==> config.mk <==
export PLATFORM = sky130hd
export DESIGN_NAME = rcbs_cfg
export DESIGN_NICKNAME = d
export VERILOG_FILES = /design/src/design/rcbs_pkg.sv /design/src/design/rcbs_cfg.sv
export SDC_FILE = /design/constraint.sdc
export NUM_CORES = 1
export LEC_CHECK = 0
export BUFFER_PORTS_ARGS = -buffer_cell sky130_fd_sc_hd__buf_4
export CAP_MARGIN = 20
export CORE_UTILIZATION = 55
export CTS_CLUSTER_DIAMETER = 150
export DETAILED_ROUTE_END_ITERATION = 8
export PLACE_DENSITY = 0.77
export SLEW_MARGIN = 10
export SYNTH_ARGS = -nofsm -noshare
export SYNTH_HDL_FRONTEND = slang
export SYNTH_SLANG_ARGS = --single-unit
==> constraint.sdc <==
create_clock -name clk -period 5.6 [get_ports clk]
set_clock_uncertainty 0.2 [all_clocks]
set_input_delay 0.28 -clock clk [delete_from_list [all_inputs] [get_ports clk]]
set_output_delay 0.28 -clock clk [all_outputs]
set_load 0.01 [all_outputs]
==> src/design/rcbs_pkg.sv <==
// ---------------------------------------------------------------------------
// rcbs_pkg: shared types, constants and tables
// Fixed-point format, register codes and the constant lookup tables used by
// the brightness, contrast and saturation pixel adjuster.
// ---------------------------------------------------------------------------
package rcbs_pkg;

  localparam int unsigned FRAC_BITS = 16;
  localparam int unsigned FX_W      = FRAC_BITS + 1;
  localparam int unsigned PROD_W    = 2 * FX_W;
  localparam int unsigned CHAN_W    = 8;
  localparam int unsigned PCT_W     = 7;
  localparam int unsigned CFG_IDX_W = 2;
  localparam int unsigned NUM_CHAN  = 3;
  localparam int unsigned NUM_STAGE = 8;

  localparam longint unsigned PctMax  = 100;
  localparam longint unsigned ChanMax = (64'd1 << CHAN_W) - 1;
  localparam longint unsigned FxOne   = 64'd1 << FRAC_BITS;

  typedef logic [CHAN_W-1:0]    chan_t;
  typedef logic [PCT_W-1:0]     pct_t;
  typedef logic [FX_W-1:0]      fx_t;
  typedef logic [PROD_W-1:0]    prod_t;
  typedef logic [CFG_IDX_W-1:0] cfg_idx_t;

  localparam fx_t FX_ONE = fx_t'(FxOne);
  localparam fx_t KR     = fx_t'((37 * FxOne + 50) / PctMax);
  localparam fx_t KG     = fx_t'((24 * FxOne + 50) / PctMax);
  localparam fx_t KB     = fx_t'(FxOne - ((37 * FxOne + 50) / PctMax)
                                 - ((24 * FxOne + 50) / PctMax));

  typedef enum logic [CFG_IDX_W-1:0] {
    REG_CONTRAST   = 2'd0,
    REG_BRIGHTNESS = 2'd1,
    REG_SATURATION = 2'd2
  } cfg_reg_t;

  localparam pct_t CONTRAST_RESET   = pct_t'(100);
  localparam pct_t BRIGHTNESS_RESET = pct_t'(50);
  localparam pct_t SATURATION_RESET = pct_t'(100);

  typedef struct packed {
    fx_t s;
    fx_t b;
    fx_t f;
  } cfg_fx_t;

  typedef fx_t pct_tab_t  [2**PCT_W];
  typedef fx_t chan_tab_t [2**CHAN_W];

  // Percent code to fraction of one; codes above 100 read as 100.
  function automatic pct_tab_t build_pct_tab();
    pct_tab_t        tab;
    longint unsigned p;
    for (int i = 0; i < 2**PCT_W; i++) begin
      p = (i > PctMax) ? PctMax : longint'(i);
      tab[i] = fx_t'((p * FxOne) / PctMax);
    end
    return tab;
  endfunction

  // Channel code to fraction of one, rounded up so full scale maps back.
  function automatic chan_tab_t build_chan_tab();
    chan_tab_t tab;
    for (int i = 0; i < 2**CHAN_W; i++) begin
      tab[i] = fx_t'((longint'(i) * FxOne + ChanMax - 1) / ChanMax);
    end
    return tab;
  endfunction

  localparam pct_tab_t  PCT_TAB  = build_pct_tab();
  localparam chan_tab_t CHAN_TAB = build_chan_tab();

endpackage

==> src/design/rcbs_cfg.sv <==
// ---------------------------------------------------------------------------
// rcbs_cfg: adjustment register file
// Holds contrast, brightness and saturation, saturated to 100 percent and
// kept directly in fixed-point form for the datapath.
// ---------------------------------------------------------------------------
module rcbs_cfg import rcbs_pkg::*; (
  input  logic     clk,
  input  logic     rst,
  input  logic     cfg_we,
  input  cfg_idx_t cfg_index,
  input  pct_t     cfg_data,
  output cfg_fx_t  cfg_fx
);

  cfg_fx_t regs;

  always_ff @(posedge clk) begin
    if (rst) begin
      regs.s <= PCT_TAB[CONTRAST_RESET];
      regs.b <= PCT_TAB[BRIGHTNESS_RESET];
      regs.f <= PCT_TAB[SATURATION_RESET];
    end else if (cfg_we) begin
      unique case (cfg_index)
        REG_CONTRAST:   regs.s <= PCT_TAB[cfg_data];
        REG_BRIGHTNESS: regs.b <= PCT_TAB[cfg_data];
        REG_SATURATION: regs.f <= PCT_TAB[cfg_data];
        default: begin
        end
      endcase
    end
  end

  assign cfg_fx = regs;

endmodule

==> metrics.csv, run 1 <==
stage;metric;value;unit
grt;grt_pass1_wl;19460;µm
floorplan;core_area;7292;µm²
layout;syn_to_final_growth;10.42;%
worst_setup_path;arrival;2790;ps
power;p_leak;1.751;nW
worst_setup_path;crit_path_end_kind;flop;
route;first_pass_iters;6;
grt;antenna_found_initial;0;
route;drt-initial-drc-count;758;
route;vias_per_cell;6.669;
clock_network;cts_hold_buf;0;
timing;final.setup.worst_slack;2764;ps
placed_design;portBuffers;62;
worst_setup_path;cp_max_fo;72;
yosys;ys.flop_type;dfxtp_1;
worst_setup_path;reg2reg_depth;2;
job;max_cap_violations;0;
clock_network;clockBufferDepth;2;
yosys;syn_inst;550;
hold_path;hold_path_depth;2;
yosys;synth_edf_count;0;
worst_setup_path;crit_buf_inv;2;
hold_path;holdCritPathClass;in -> reg;
timing;slew_headroom;0.4224;
clock_network;clockRootBuffer;clkbuf_8;
power;p_sw;0.3030;mW
power;power_frac_clock;0.273;
route;wire_per_inst;19.02;µm
timing;rsz0062_at_grt;false;
power;internal-power;0.6161;mW
clock_network;clk_latency;300;ps
clock_network;cts_buffers;5;
route;drc;0;
timing;finalCritPeriodShare;0.5064;
floorplan;ios;63;
placed_design;place_congestion;0.9775;
power;combPwrFrac;0.306;
yosys;synth.distinct_cells;69;
clock_network;htree_levels;2;
yosys;ys_seq_elements;51;
timing;slew_violations;0;
yosys;synth-simple-area-share;0.2331;
clock_network;clk_pin_slew;90;ps
floorplan;die_h;89.03;µm
yosys;synthXorXnorAreaFrac;0.002103;
floorplan;die_w;89.03;µm
worst_setup_path;critPathKind;in -> reg;
layout;drive_above_1_share;0.1690;
worst_setup_path;startpoint_type;input pin;
layout;finalNonFillerCells;661;
clock_network;cts_tree;built;
yosys;ys_warn_count;0;
yosys;ys_seq_area_frac;0.2451;
yosys;syn_avg_cell_area;7.573;µm²
route;route.antenna.remaining_nets;0;
yosys;syn-num-nets;578;
power;swShare;0.3297;
layout;diodes;0;
power;powerDensity;199.8;nW/µm²
worst_setup_path;worst_path_most_repeated_cell;a311oi_1;
floorplan;rows;31;
placed_design;dpl.hpwl;8733;µm
floorplan;initial_core_util;0.5712;
grt;grt-ovfl-total;0;
timing;tightestPinTransition;863.3;ps
grt;grt_max_degree;85;
yosys;synth_fa_ha_area_frac;0.05047;
clock_network;post_cts_resized;0;
grt;grt_pass1_vias;3663;
route;dr_total_vias;4408;
grt;grtUsageTotal;0.3193;
timing;fmax;352.6;MHz
worst_setup_path;critPathRequiredTime;5550;ps
clock_network;cts.sinks;51;
timing;setup_viol;0;
status;outcome;finished, final reports clean;
placed_design;place_ws;2548;ps
power;fin_total_pwr;0.9191;mW
power;ir_drop;0.1241;mV
power;power_frac_seq;0.421;
yosys;synth_mux_area_frac;0.04746;
placed_design;dpl.cell_count;653;
yosys;synth_top_family_by_area;compound AO/OA/AOI/OAI gates;
worst_setup_path;cp.depth;8;
worst_setup_path;worst_path_max_delay_cell;buf_4;
timing;tns;0;ps
clock_network;cts_setup_buffers;0;
timing;hold_slack;88.10;ps
worst_setup_path;cpPeakStageDelay;540;ps
yosys;async_reset_ff_frac;0;
floorplan;die_area;7925;µm²
worst_setup_path;crit_chain;buf_4 > inv_2 > ha_1 > nor2b_1 > a311oi_1 > a21oi_1 > o311ai_1 > a311oi_1;
timing;period_minus_slack;2836;ps
layout;largest_reg_flops;51;
yosys;synth_compound_area_frac;0.3391;
route;routed_wl;12570;µm
timing;hold_viol;0;
worst_setup_path;crit_family;compound AO/OA/AOI/OAI gates;
yosys;synthesis.area;4165;µm²
layout;layout.nets;589;
worst_setup_path;rrSetupSlack;4660;ps
-- cell type report --
type	count	area [µm²]
fillers	662	2693
clock inverters	3	43.79
well taps	99	123.9
multi-input cells	424	2805
inverters	15	56.30
flip-flops and latches	51	1021
repair buffers	64	480.5
clock buffers	5	68.82
-- synth_stat cells (all sizes together) (3+ instances only) --
| library cell | instances | share of area |
|---|---|---|
| o41ai | 4 | 0.010 |
| nor3 | 12 | 0.014 |
| a311oi | 7 | 0.015 |
| a221oi | 4 | 0.0084 |
| buf | 33 | 0.045 |
| o21ai | 39 | 0.047 |
| o21a | 6 | 0.011 |
| a32oi | 5 | 0.011 |
| or3b | 5 | 0.011 |
| a211oi | 14 | 0.025 |
| dfxtp | 51 | 0.25 |
| mux4 | 5 | 0.027 |
| a221o | 3 | 0.0072 |
| and2 | 6 | 0.0090 |
| o221ai | 5 | 0.011 |
| and3 | 3 | 0.0045 |
| a21o | 3 | 0.0054 |
| nand4 | 3 | 0.0045 |
| mux2i | 4 | 0.0096 |
| o32ai | 5 | 0.011 |
| o31a | 3 | 0.0063 |
| nand3b | 3 | 0.0054 |
| or2 | 5 | 0.0075 |
| a22o | 3 | 0.0063 |
| a2111oi | 3 | 0.0078 |
| a31o | 3 | 0.0063 |
| ha | 16 | 0.048 |
| a21oi | 45 | 0.054 |
| o31ai | 14 | 0.025 |
| o311ai | 6 | 0.013 |
| inv | 14 | 0.013 |
| o211ai | 12 | 0.022 |
| a31oi | 6 | 0.0090 |
| clkbuf | 27 | 0.024 |
| nor3b | 5 | 0.0090 |
| mux2 | 4 | 0.011 |
| nand2 | 41 | 0.037 |
| nand3 | 30 | 0.036 |
| nor2 | 39 | 0.035 |
| nor2b | 21 | 0.032 |
| nand2b | 12 | 0.018 |
-- power groups by stage --
stage	sequential, mW	combinational [mW]	clock, mW
6_report	0.387	0.281	0.251
5_1_grt	0.389	0.305	0.274
4_1_cts	0.387	0.273	0.255
3_5_place_dp	0.396	0.273	0
3_3_place_gp	0.395	0.270	0
2_1_floorplan	0.402	0.189	0
-- path summary, 6_finish.rpt --
path / startpoint / end
setup / recovery: cfg_data[2] / cfg_fx[26]$_SDFFE_PP0P_
hold / removal: rst / cfg_fx[5]$_SDFFE_PP0P_
setup reg to reg: cfg_fx[26]$_SDFFE_PP0P_ / cfg_fx[26]$_SDFFE_PP0P_
hold reg to reg: cfg_fx[5]$_SDFFE_PP0P_ / cfg_fx[5]$_SDFFE_PP0P_
-- per-stage QoR --
| step | util | cell area [µm²] |
|---|---|---|
| 2_1_floorplan | - | 4165 |
| 3_3_place_gp | 0.6153 | 4487 |
| 3_5_place_dp | 0.6153 | 4487 |
| 4_1_cts | 0.6307 | 4599 |
| 5_1_grt | 0.6307 | 4599 |
| 6_report | 0.6307 | 4599 |
-- placed cells by master (no fill, tap or decap), types with 6 or more instances in the layout --
master,n
a21oi_1,45
buf_4,64
ha_1,16
nor2b_1,21
nand2b_1,12
nor2_1,39
inv_1,13
a211oi_1,14
o31ai_1,14
dfxtp_1,51
o211ai_1,12
and2_1,6
o21ai_0,35
a311oi_1,7
nand2_1,41
o21a_1,6
nand3_1,30
a31oi_1,6
nor3_1,12
-- routing by layer --
metal / vias up / GRT usage / share of wire
met5: - / 0 / 0
met1: 2042 / 0.4519 / 0.43
met2: 264 / 0.4986 / 0.45
li1: 2071 / - / -
met3: 31 / 0.04801 / 0.096
met4: 0 / 0.1039 / 0.023
-- kinds of logic (layout without fill, tap and decap cells) --
kind of cell | after synthesis | count (layout)
muxes | 13 | 13
AOI/OAI and AO/OA | 203 | 203
DFF | 51 | 51
and+or+nand+nor | 190 | 190
adders and majority gates | 17 | 17
buffers and inverters | 75 | 87
xor gates and xnor gates | 1 | 1
(Power assumes the default switching activity.)
==> inputs of run 2 (changes only) <==
--- a/config.mk
+++ b/config.mk
@@ -7,10 +7,10 @@
 export LEC_CHECK = 0
 export BUFFER_PORTS_ARGS = -buffer_cell sky130_fd_sc_hd__buf_4
 export CAP_MARGIN = 20
-export CORE_UTILIZATION = 55
+export CORE_UTILIZATION = 53
 export CTS_CLUSTER_DIAMETER = 150
 export DETAILED_ROUTE_END_ITERATION = 8
-export PLACE_DENSITY = 0.77
+export PLACE_DENSITY = 0.78
 export SLEW_MARGIN = 10
 export SYNTH_ARGS = -nofsm -noshare
 export SYNTH_HDL_FRONTEND = slang
==> constraint.sdc (replaced) <==
create_clock -name clk -period 2.45 [get_ports clk]
set_clock_uncertainty 0.2 [all_clocks]
set_input_delay 0.1225 -clock clk [delete_from_list [all_inputs] [get_ports clk]]
set_output_delay 0.1225 -clock clk [all_outputs]
set_load 0.01 [all_outputs]
==> metrics.csv, run 2 (same netlist as run 1, synthesis figures left out) <==
stage;metric;value;unit
timing;finalCritPeriodShare;0.8845;
layout;largest_reg_flops;51;
hold_path;whs_endpoint;cfg_fx[36]$_SDFFE_PP0P_;
timing;rsz0062_at_grt;false;
grt;antenna_found_initial;0;
floorplan;die_area;8217;µm²
power;powerDensity;446.4;nW/µm²
power;p_sw;0.7201;mW
placed_design;dpl.hpwl;9878;µm
floorplan;core_area;7408;µm²
power;p_leak;1.971;nW
floorplan;rows;31;
placed_design;place_congestion;1.020;
route;wire_per_inst;19.43;µm
worst_setup_path;reg2reg_depth;2;
route;drt-initial-drc-count;839;
route;drc;0;
job;max_cap_violations;0;
floorplan;die_w;90.65;µm
timing;fmax;461.4;MHz
clock_network;cts_setup_buffers;0;
layout;syn_to_final_growth;19.16;%
clock_network;cts.sinks;51;
clock_network;clk_latency;290;ps
layout;drive_above_1_share;0.2252;
route;routed_wl;13660;µm
status;outcome;finished, final reports clean;
power;power_frac_seq;0.400;
timing;tns;0;ps
route;first_pass_iters;5;
floorplan;initial_core_util;0.5622;
clock_network;clockRootBuffer;clkbuf_8;
clock_network;post_cts_resized;0;
hold_path;min_from;cfg_index[0];
worst_setup_path;r2r_end;cfg_fx[26]$_SDFFE_PP0P_;
worst_setup_path;crit_path_end_kind;flop;
worst_setup_path;worst_path_most_repeated_cell;buf_4;
grt;grt_max_degree;54;
floorplan;die_h;90.65;µm
hold_path;hold_path_depth;4;
timing;period_minus_slack;2167;ps
power;combPwrFrac;0.326;
worst_setup_path;critPathRequiredTime;2430;ps
worst_setup_path;startpoint_type;input pin;
power;power_frac_clock;0.274;
timing;setup_viol;0;
worst_setup_path;crit_chain;buf_4 > buf_4 > nor2b_1 > a21oi_1 > mux4_2 > a22oi_1 > a211oi_1;
layout;layout_common_cells;102 x buf_4, 51 x dfxtp_1, 45 x a21oi_1, 41 x nand2_1, 39 x nor2_1;
floorplan;ios;63;
clock_network;cts_tree;built;
clock_network;cts_buffers;5;
timing;slew_headroom;0.5820;
worst_setup_path;cp_max_fo;15;
timing;tightestPinTransition;625.2;ps
worst_setup_path;critPathKind;in -> reg;
route;dr_total_vias;4792;
layout;layout.nets;631;
worst_setup_path;worst_path_max_delay_cell;mux4_2;
power;internal-power;1.496;mW
worst_setup_path;worstReg2RegStart;cfg_fx[26]$_SDFFE_PP0P_;
clock_network;htree_levels;2;
worst_setup_path;arrival;2140;ps
grt;grt_pass1_vias;4354;
grt;grtUsageTotal;0.3349;
clock_network;clockBufferDepth;2;
grt;grt_pass1_wl;22290;µm
worst_setup_path;cpPeakStageDelay;500;ps
hold_path;holdCritPathClass;in -> reg;
grt;grt-ovfl-total;0;
power;swShare;0.3250;
layout;layout_commonest_cell;buf_4;
route;vias_per_cell;6.817;
layout;diodes;0;
clock_network;clk_pin_slew;90;ps
layout;fin_util;0.6700;
timing;hold_viol;0;
timing;slew_violations;0;
route;route.antenna.remaining_nets;0;
power;ir_drop;0.3023;mV
worst_setup_path;rrSetupSlack;1560;ps
placed_design;portBuffers;62;
run 2: power by group through the flow:
stage	sequential (mW)	combinational (mW)	clock (mW)
after floorplan	0.919	0.432	0
after global placement	0.903	0.681	0
after detailed placement	0.905	0.695	0
after CTS	0.885	0.699	0.614
after global routing	0.890	0.773	0.661
final	0.885	0.722	0.608
run 2: metal layers:
metal,routed length (µm),part of all wire,GRT usage,up-vias
met1,5493,0.40,0.4468,2172
li1,-,-,-,2169
met2,5933,0.43,0.5051,391
met5,0,0,0,-
met4,566,0.041,0.1747,0
met3,1665,0.12,0.07071,60
run 2: worst max path at each step:
stage                      from                 endpoint  slack, ps  cells past startpoint
floorplan           cfg_data[1]  cfg_fx[24]$_SDFFE_PP0P_        150                      9
global placement    cfg_data[0]  cfg_fx[24]$_SDFFE_PP0P_         90                      9
detailed placement  cfg_data[0]  cfg_fx[24]$_SDFFE_PP0P_         50                      9
CTS                 cfg_data[0]  cfg_fx[24]$_SDFFE_PP0P_        370                      9
global route        cfg_data[0]  cfg_fx[24]$_SDFFE_PP0P_        200                      9
finish              cfg_data[1]  cfg_fx[18]$_SDFFE_PP0P_        280                      7
run 2: critical path, delay by kind of cell:
| family | cells | cell delay (ps) |
|---|---|---|
| multiplexers | 1 | 500 |
| buffers and inverters | 2 | 350 |
| AO/OA/AOI/OAI | 3 | 690 |
| AND/OR/NAND/NOR | 1 | 480 |
run 2: what timing repair did:
item,in CTS,in global routing
setup endpoints to repair,0,0
hold endpoints to repair,17,0
hold buffers,1,0
run 2: layout make-up:
class | count | area [µm²]
clock inverters | 2 | 38.79
clock buffers | 6 | 82.58
flip-flops and latches | 51 | 1021
multi-input cells | 424 | 2805
well taps | 99 | 123.9
inverters | 15 | 56.30
fillers | 638 | 2445
repair buffers | 106 | 835.8
run 2: stage by stage:
stage | worst slack (ps) | power [mW] | cells | area (µm²) | hold slack [ps]
floorplan | 150.5 | 1.351 | 550 | 4165 | 148.4
global placement | 90.97 | 1.584 | 694 | 4832 | 246.2
detailed placement | 45.80 | 1.599 | 694 | 4832 | 248.0
CTS | 368.9 | 2.198 | 703 | 4964 | 72.38
global route | 196.4 | 2.324 | 703 | 4964 | 103.0
finish | 282.9 | 2.216 | 703 | 4964 | 73.00
